===== src/design/assert_macros.svh =====
// assertion macros shared by the rtl
// no dependencies; included by files that check their own logic
`ifndef ASSERT_MACROS_SVH
`define ASSERT_MACROS_SVH

// consequent must hold in the same cycle as the antecedent
`define ASSERT_IMPLIES(lbl, clk, rst, ante, cons) \
  lbl: assert property (@(posedge clk) disable iff (rst) (ante) |-> (cons)) \
    else $error("implication check failed");

// condition must never be seen out of reset
`define ASSERT_NEVER(lbl, clk, rst, cond) \
  lbl: assert property (@(posedge clk) disable iff (rst) !(cond)) \
    else $error("forbidden condition seen");

`endif


===== src/design/bte_pkg.sv =====
// types and constants for the bcd timestamp to epoch converter
// no dependencies; imported by every module of the block
package bte_pkg;

  // reset value of the century pivot register
  localparam logic [6:0] PivotReset = 7'd94;
  // two-digit years below the pivot land one century later
  localparam logic [8:0] CenturyStep = 9'd100;
  // years after 1900 past which 2100 (not a leap year) is included
  localparam logic [8:0] Yr2100Off = 9'd200;
  // days from 1900-01-01 to 1970-01-01, plus one for day-of-year base 1
  localparam logic signed [17:0] EpochDayBias = 18'sd25568;
  localparam logic signed [35:0] SecsPerDay = 36'sd86400;
  localparam logic [16:0] DaysPerYear = 17'd365;

  // one input timestamp, seven packed bcd bytes
  typedef struct packed {
    logic [7:0] year_byte;
    logic [7:0] day_high_byte;
    logic [7:0] day_hour_byte;
    logic [7:0] hour_minute_byte;
    logic [7:0] minute_second_byte;
    logic [7:0] second_milli_byte;
    logic [7:0] milli_tens_byte;
  } stamp_t;

  // one result
  typedef struct packed {
    logic [32:0] epoch_seconds;
    logic [10:0] milliseconds;
  } result_t;

  // decoded item between front and back
  typedef struct packed {
    logic signed [17:0] days;
    logic [19:0]        tod;
    logic [10:0]        ms;
  } work_t;

  // push side of the queue
  typedef struct packed {
    logic  valid;
    work_t work;
  } q_push_t;

  // queue status seen by the front
  typedef struct packed {
    logic       full;
    logic [1:0] count;
  } q_stat_t;

endpackage


===== src/design/bte_front.sv =====
// front end: accepts timestamps, decodes bcd digits into day count and time of day
// depends on bte_pkg
module bte_front import bte_pkg::*; (
  input  logic       clk,
  input  logic       rst,
  input  logic       start,
  input  stamp_t     stamp,
  input  logic [6:0] pivot,
  input  q_stat_t    q_stat,
  output logic       busy,
  output q_push_t    push
);

  logic       valid;
  work_t      work;
  logic       take;
  logic       ready;
  work_t      dec;

  logic [7:0]  yr;
  logic [8:0]  yo;
  logic [6:0]  leaps;
  logic [16:0] d1900;
  logic [10:0] day;
  logic [7:0]  hour;
  logic [7:0]  minute;
  logic [7:0]  second;

  // holding register drains into the queue whenever it has room
  assign push.valid = valid;
  assign push.work  = work;
  assign ready      = !valid || !q_stat.full;
  assign busy       = !ready;
  assign take       = start && ready;

  // digit decode
  always_comb begin
    yr     = 8'({4'b0, stamp.year_byte[7:4]} * 8'd10) + {4'b0, stamp.year_byte[3:0]};
    yo     = ({1'b0, yr} < {2'b0, pivot}) ? ({1'b0, yr} + CenturyStep) : {1'b0, yr};
    day    = 11'({7'b0, stamp.day_high_byte[7:4]} * 11'd100)
           + 11'({7'b0, stamp.day_high_byte[3:0]} * 11'd10)
           + {7'b0, stamp.day_hour_byte[7:4]};
    hour   = 8'({4'b0, stamp.day_hour_byte[3:0]} * 8'd10) + {4'b0, stamp.hour_minute_byte[7:4]};
    minute = 8'({4'b0, stamp.hour_minute_byte[3:0]} * 8'd10)
           + {4'b0, stamp.minute_second_byte[7:4]};
    second = 8'({4'b0, stamp.minute_second_byte[3:0]} * 8'd10)
           + {4'b0, stamp.second_milli_byte[7:4]};
  end

  // days from 1900 to jan 1 of the year: multiples of four, minus 1900 and 2100
  always_comb begin
    leaps = 7'((yo + 9'd3) >> 2) - 7'(yo != 9'd0) - 7'(yo > Yr2100Off);
    d1900 = 17'({8'b0, yo} * DaysPerYear) + {10'b0, leaps};
    dec.days = $signed({1'b0, d1900}) + $signed({7'b0, day}) - EpochDayBias;
    dec.tod  = 20'({12'b0, hour} * 20'd3600) + 20'({12'b0, minute} * 20'd60)
             + {12'b0, second};
    dec.ms   = 11'({7'b0, stamp.second_milli_byte[3:0]} * 11'd100)
             + 11'({7'b0, stamp.milli_tens_byte[7:4]} * 11'd10);
  end

  // holding register control
  always_ff @(posedge clk) begin
    if (rst) begin
      valid <= 1'b0;
    end else if (take) begin
      valid <= 1'b1;
    end else if (!q_stat.full) begin
      valid <= 1'b0;
    end
  end

  // holding register payload
  always_ff @(posedge clk) begin
    if (take) begin
      work <= dec;
    end
  end

endmodule


===== src/design/bte_queue.sv =====
// two-entry queue between the front and back ends
// depends on bte_pkg
module bte_queue import bte_pkg::*; (
  input  logic    clk,
  input  logic    rst,
  input  q_push_t push,
  input  logic    pop,
  output q_stat_t stat,
  output logic    not_empty,
  output work_t   head
);

  work_t      mem [2];
  logic       wr_ptr;
  logic       rd_ptr;
  logic [1:0] count;
  logic       do_push;
  logic       do_pop;

  assign stat.full  = (count == 2'd2);
  assign stat.count = count;
  assign not_empty  = (count != 2'd0);
  assign head       = mem[rd_ptr];
  assign do_push    = push.valid && !stat.full;
  assign do_pop     = pop && not_empty;

  // pointers and fill count
  always_ff @(posedge clk) begin
    if (rst) begin
      wr_ptr <= 1'b0;
      rd_ptr <= 1'b0;
      count  <= 2'd0;
    end else begin
      if (do_push) begin
        wr_ptr <= !wr_ptr;
      end
      if (do_pop) begin
        rd_ptr <= !rd_ptr;
      end
      count <= count + 2'(do_push) - 2'(do_pop);
    end
  end

  // storage
  always_ff @(posedge clk) begin
    if (do_push) begin
      mem[wr_ptr] <= push.work;
    end
  end

endmodule


===== src/design/bte_back.sv =====
// back end: scales the day count to seconds, adds time of day, clamps at zero
// depends on bte_pkg
module bte_back import bte_pkg::*; (
  input  logic    clk,
  input  logic    rst,
  input  logic    not_empty,
  input  work_t   head,
  output logic    pop,
  output logic    done,
  output result_t result
);

  logic               s1_valid;
  logic signed [35:0] s1_prod;
  logic [19:0]        s1_tod;
  logic [10:0]        s1_ms;
  logic signed [35:0] sum;

  // never stalls: take the head whenever there is one
  assign pop = not_empty;

  // stage one valid and result strobe
  always_ff @(posedge clk) begin
    if (rst) begin
      s1_valid <= 1'b0;
      done     <= 1'b0;
    end else begin
      s1_valid <= not_empty;
      done     <= s1_valid;
    end
  end

  // stage one: day count times seconds per day
  always_ff @(posedge clk) begin
    if (not_empty) begin
      s1_prod <= 36'(head.days) * SecsPerDay;
      s1_tod  <= head.tod;
      s1_ms   <= head.ms;
    end
  end

  // stage two: add time of day, clamp instants before 1970
  assign sum = s1_prod + $signed({16'b0, s1_tod});

  always_ff @(posedge clk) begin
    if (s1_valid) begin
      result.epoch_seconds <= sum[35] ? 33'd0 : sum[32:0];
      result.milliseconds  <= s1_ms;
    end
  end

endmodule


===== src/design/bcd_timestamp_to_epoch.sv =====
// top level of the bcd day-of-year timestamp to unix time converter
// depends on bte_pkg, bte_front, bte_queue, bte_back and assert_macros.svh
`include "assert_macros.svh"

// Takes one timestamp per clock while busy is low and gives one result per
// timestamp, strobed by done for a single cycle, once it has passed the
// holding register, the queue, the multiply stage and the output register.
// The result path has no back-pressure: the back end drains the
// queue every cycle, so busy only rises if the queue fills, which it does not
// in steady state. The day count times 86400 multiplier sets the pace at one
// item per clock. Writes to the pivot register are taken at any time
// (cfg_ready is always high) and apply to items accepted afterwards.
module bcd_timestamp_to_epoch import bte_pkg::*; (
  input  logic       clk,
  input  logic       rst,
  input  logic       start,
  input  stamp_t     stamp,
  output logic       busy,
  output logic       done,
  output result_t    result,
  input  logic       cfg_valid,
  output logic       cfg_ready,
  input  logic [6:0] cfg_data
);

  logic [6:0] pivot;
  q_push_t    push;
  q_stat_t    q_stat;
  logic       not_empty;
  logic       pop;
  work_t      head;

  assign cfg_ready = 1'b1;

  // century pivot register
  always_ff @(posedge clk) begin
    if (rst) begin
      pivot <= PivotReset;
    end else if (cfg_valid && cfg_ready) begin
      pivot <= cfg_data;
    end
  end

  bte_front u_front (
    .clk    (clk),
    .rst    (rst),
    .start  (start),
    .stamp  (stamp),
    .pivot  (pivot),
    .q_stat (q_stat),
    .busy   (busy),
    .push   (push)
  );

  bte_queue u_queue (
    .clk       (clk),
    .rst       (rst),
    .push      (push),
    .pop       (pop),
    .stat      (q_stat),
    .not_empty (not_empty),
    .head      (head)
  );

  bte_back u_back (
    .clk       (clk),
    .rst       (rst),
    .not_empty (not_empty),
    .head      (head),
    .pop       (pop),
    .done      (done),
    .result    (result)
  );

  // checks
  `ASSERT_NEVER(a_queue_overfill, clk, rst, q_stat.count == 2'd3)
  `ASSERT_IMPLIES(a_busy_means_held, clk, rst, busy, push.valid && q_stat.full)
  `ASSERT_IMPLIES(a_ms_range, clk, rst, done, result.milliseconds <= 11'd1650)
  `ASSERT_IMPLIES(a_pop_when_filled, clk, rst, q_stat.count != 2'd0, pop)

endmodule


===== config.mk =====
export PLATFORM = sky130hd
export DESIGN_NAME = bcd_timestamp_to_epoch
export DESIGN_NICKNAME = d
export VERILOG_FILES = /design/src/design/bte_pkg.sv /design/src/design/bte_front.sv /design/src/design/bte_queue.sv /design/src/design/bte_back.sv /design/src/design/bcd_timestamp_to_epoch.sv
export VERILOG_INCLUDE_DIRS = /design/src /design/src/design
export SDC_FILE = /design/constraint.sdc
export NUM_CORES = 1
export LEC_CHECK = 0
export BUFFER_PORTS_ARGS = -buffer_cell sky130_fd_sc_hd__buf_2
export CAP_MARGIN = 10
export CORE_MARGIN = 10
export CORE_UTILIZATION = 32
export DETAILED_ROUTE_END_ITERATION = 7
export PLACE_DENSITY = 0.45
export RECOVER_POWER = 100
export SLEW_MARGIN = 20
export SYNTH_ARGS = -nofsm -noshare
export SYNTH_HDL_FRONTEND = slang
export SYNTH_HIERARCHICAL = 1
export SYNTH_SLANG_ARGS = --single-unit

===== constraint.sdc =====
create_clock -name clk -period 11.39 [get_ports clk]
set_input_delay 2.278 -clock clk [delete_from_list [all_inputs] [get_ports clk]]
set_output_delay 2.278 -clock clk [all_outputs]
set_load 0.05 [all_outputs]

==> metrics <==
R2R setup slack=~3500 ps; Synth Instances=between 1500 and 2000; Slew HR=-134%; RSZ-0062 raised after global routing=no; Root Driver=clkbuf_16; pre-CTS WS=roughly 240 ps; placed instance count=2846; drt pass-1 iters=5; row cnt=94; Vias/cell=4.57; first-pass GRT wire length=slightly below 70000 um; I/O Buffers=108; io pins=114; WHS Path Cells=0; Post-Route WL=between 40000 and 50000 um; kind of cell adding the most delay to the critical path=adder cells; hold path startpoint=u_front/push[40]$_DFFE_PP_; clock skew=~38 ps; DP HPWL=33300 um; hold_buf cts=0; Final GP Congestion=just over 0.8; mux contribution to synthesized area=3.28%; fmax=around 95 MHz; Post-synth EDFFs=between 200 and 300; Cell variety after synth=89; Crit path buffers/inverters=2; cts repair resizes=0; Crit path required time=roughly 12000 ps; Max stage delay on crit path=510 ps; Crit. End Element=flop; n_diodes=0; Die Wd=between 200 and 300 um; TritonCTS clock tree=done; Seq/Total Area, Yosys=36.4%; H-tree depth=1; most used cell, CP=ha_1; clock slew seen by the registers of the worst setup and hold paths=~60 ps; largest family of logic cells by synthesized area=adder cells; minimum clock period=between 10000 and 15000 ps; total gr overflow=0; maximum clock insertion buffer count=3; ANT nets after route=0; Hold Path End=u_queue/mem[1][40]$_DFFE_PP_; final hold viol count=0; vias in the first global route=around 14000; failing checks=capacitance limit, slew limit; Initial Utilization=between 30% and 40%; number of buffers created by CTS=29; Critical Path AT=around 11000 ps; Simple-Gate Fraction of Synth Area=slightly above 8%; Hold Path Class=flop to flop; pin count of the biggest net entering global routing=between 60 and 70; WL per Instance=around 14 um; vias=between 10000 and 15000; number of setup buffers added after CTS=0; Area Growth Syn to Fin=10.9%; Die Y=between 200 and 300 um; crit path launch type=input port; Max-Cap Viols=7; flops & latches, synth=around 270; post-synthesis async set-or-reset flop share=0%; reg-to-reg endpoint=u_back/s1_prod[32]$_DFFE_PP_; Skew-Pair Late Insertion Delay=580 ps; initial antenna violation count=1; Slew Limit Fails=336; share of layout cells above drive strength 1=under 10%; initial drt markers=between 400 and 500; prevailing post-synth register cell=edfxtp_1; core area=between 60000 and 70000 um2; clk sink count=approximately 270; post-synthesis xor/xnor area fraction=slightly below 6%; fillcell total=~6600; Adder-Cell Fraction of Synth Area=between 30% and 40%; Synth Area in Compound Gates=under 10%; Syn Std Cell Area=21400 um2; setup violators final=0; Post-Synthesis Mean Instance Area=~11 um2; setup slack after layout=between 800 and 900 ps; Max FO, Critical Path=7; worst-margin pin slew=3510 ps; status=finished with violations; fin crit share=between 90 and 100%; Setup CP Type=input port to flop; setup TNS=0 ps; Syn. warnings=6; nets=between 2000 and 3000; cells on worst reg2reg path=17; fin cells=between 2000 and 3000; DRC=0; Die ar.=about 80000 um2; Hold WS=approximately 420 ps; CP max-delay cell=fa_1; Total GRT Usage=about a tenth
## cell type report
type	count	area [um2]	area share, %
tap	864	1080	4.55
timing repair buffer	130	599	2.52
inverter	301	1130	4.77
clock inverter	19	136	0.574
sequential	265	7810	32.9
multi-input combinational	1286	12300	51.6
clock buffer	34	744	3.13
## worst max path at each step
stage | from | end | slack [ps] | cells after the start
finish | stamp[53] | u_front/push[48]$_DFFE_PP_ | 870 | 36
global route | stamp[55] | u_front/push[48]$_DFFE_PP_ | 30 | 36
CTS | stamp[53] | u_front/push[48]$_DFFE_PP_ | 840 | 36
detailed placement | stamp[53] | u_front/push[48]$_DFFE_PP_ | 240 | 36
global placement | stamp[53] | u_front/push[48]$_DFFE_PP_ | 230 | 36
floorplan | stamp[53] | u_front/push[48]$_DFFE_PP_ | 910 | 37
## synth_stat cells (34+ instances only)
| cell | count | area, um2 |
|---|---|---|
| a21o_1 | 34 | 255 |
| mux2_2 | 52 | 586 |
| edfxtp_1 | 250 | 7510 |
| nor2_1 | 63 | 236 |
| ha_1 | 338 | 4230 |
| xnor2_1 | 95 | 832 |
| inv_1 | 297 | 1110 |
| nor2b_1 | 34 | 213 |
| xor2_1 | 47 | 412 |
| a21oi_1 | 101 | 505 |
| o21ai_0 | 45 | 225 |
| nand2_1 | 50 | 188 |
| fa_1 | 118 | 2360 |
## registers in the layout, indices dropped and copies added (netlist names), named ones only
register,count
pivot,7
u_back/done,1
u_back/result,44
u_back/s1_ms,11
u_back/s1_prod,29
u_back/s1_tod,20
u_back/s1_valid,1
u_front/push,48
u_front/valid,1
u_queue/count,2
u_queue/mem,98
u_queue/rd_ptr,1
u_queue/wr_ptr,1
## metrics by stage
step / area, um2 / util [%]
3_5_place_dp: 23100 / 34.9
6_report: 23800 / 35.9
3_3_place_gp: 23100 / 34.9
4_1_cts: 24000 / 36.2
2_1_floorplan: 21400 / -
5_1_grt: 23800 / 35.9
## layer usage
layer / part of all wire (%) / track usage, %
met1: 48 / 13.9
met2: 47 / 18.3
met3: 2.9 / 1.44
met4: 2.3 / 2.69
met5: 0.041 / 0
## placed cells by master (no fill, tap or decap), types with 47 or more instances in the layout
cell,netlist,final
a21oi_1,101,101
buf_2,6,56
clkbuf_1,9,68
edfxtp_1,250,250
fa_1,118,118
ha_1,338,338
inv_1,297,297
nand2_1,50,50
nor2_1,63,63
o21ai_0,45,51
xnor2_1,95,95
xor2_1,47,47
## logic make-up (layout without fill, tap and decap cells)
group / after synthesis / in the layout
compound gates: 309 / 309
xor+xnor: 143 / 143
fa+ha+maj: 456 / 456
buf+inv: 327 / 484
flops: 265 / 265
mux: 63 / 63
other cells: 3 / 5
simple gates: 310 / 310
Power is not shown: default switching activity piles up to over one toggle a cycle in this logic, so the estimate is an artifact.
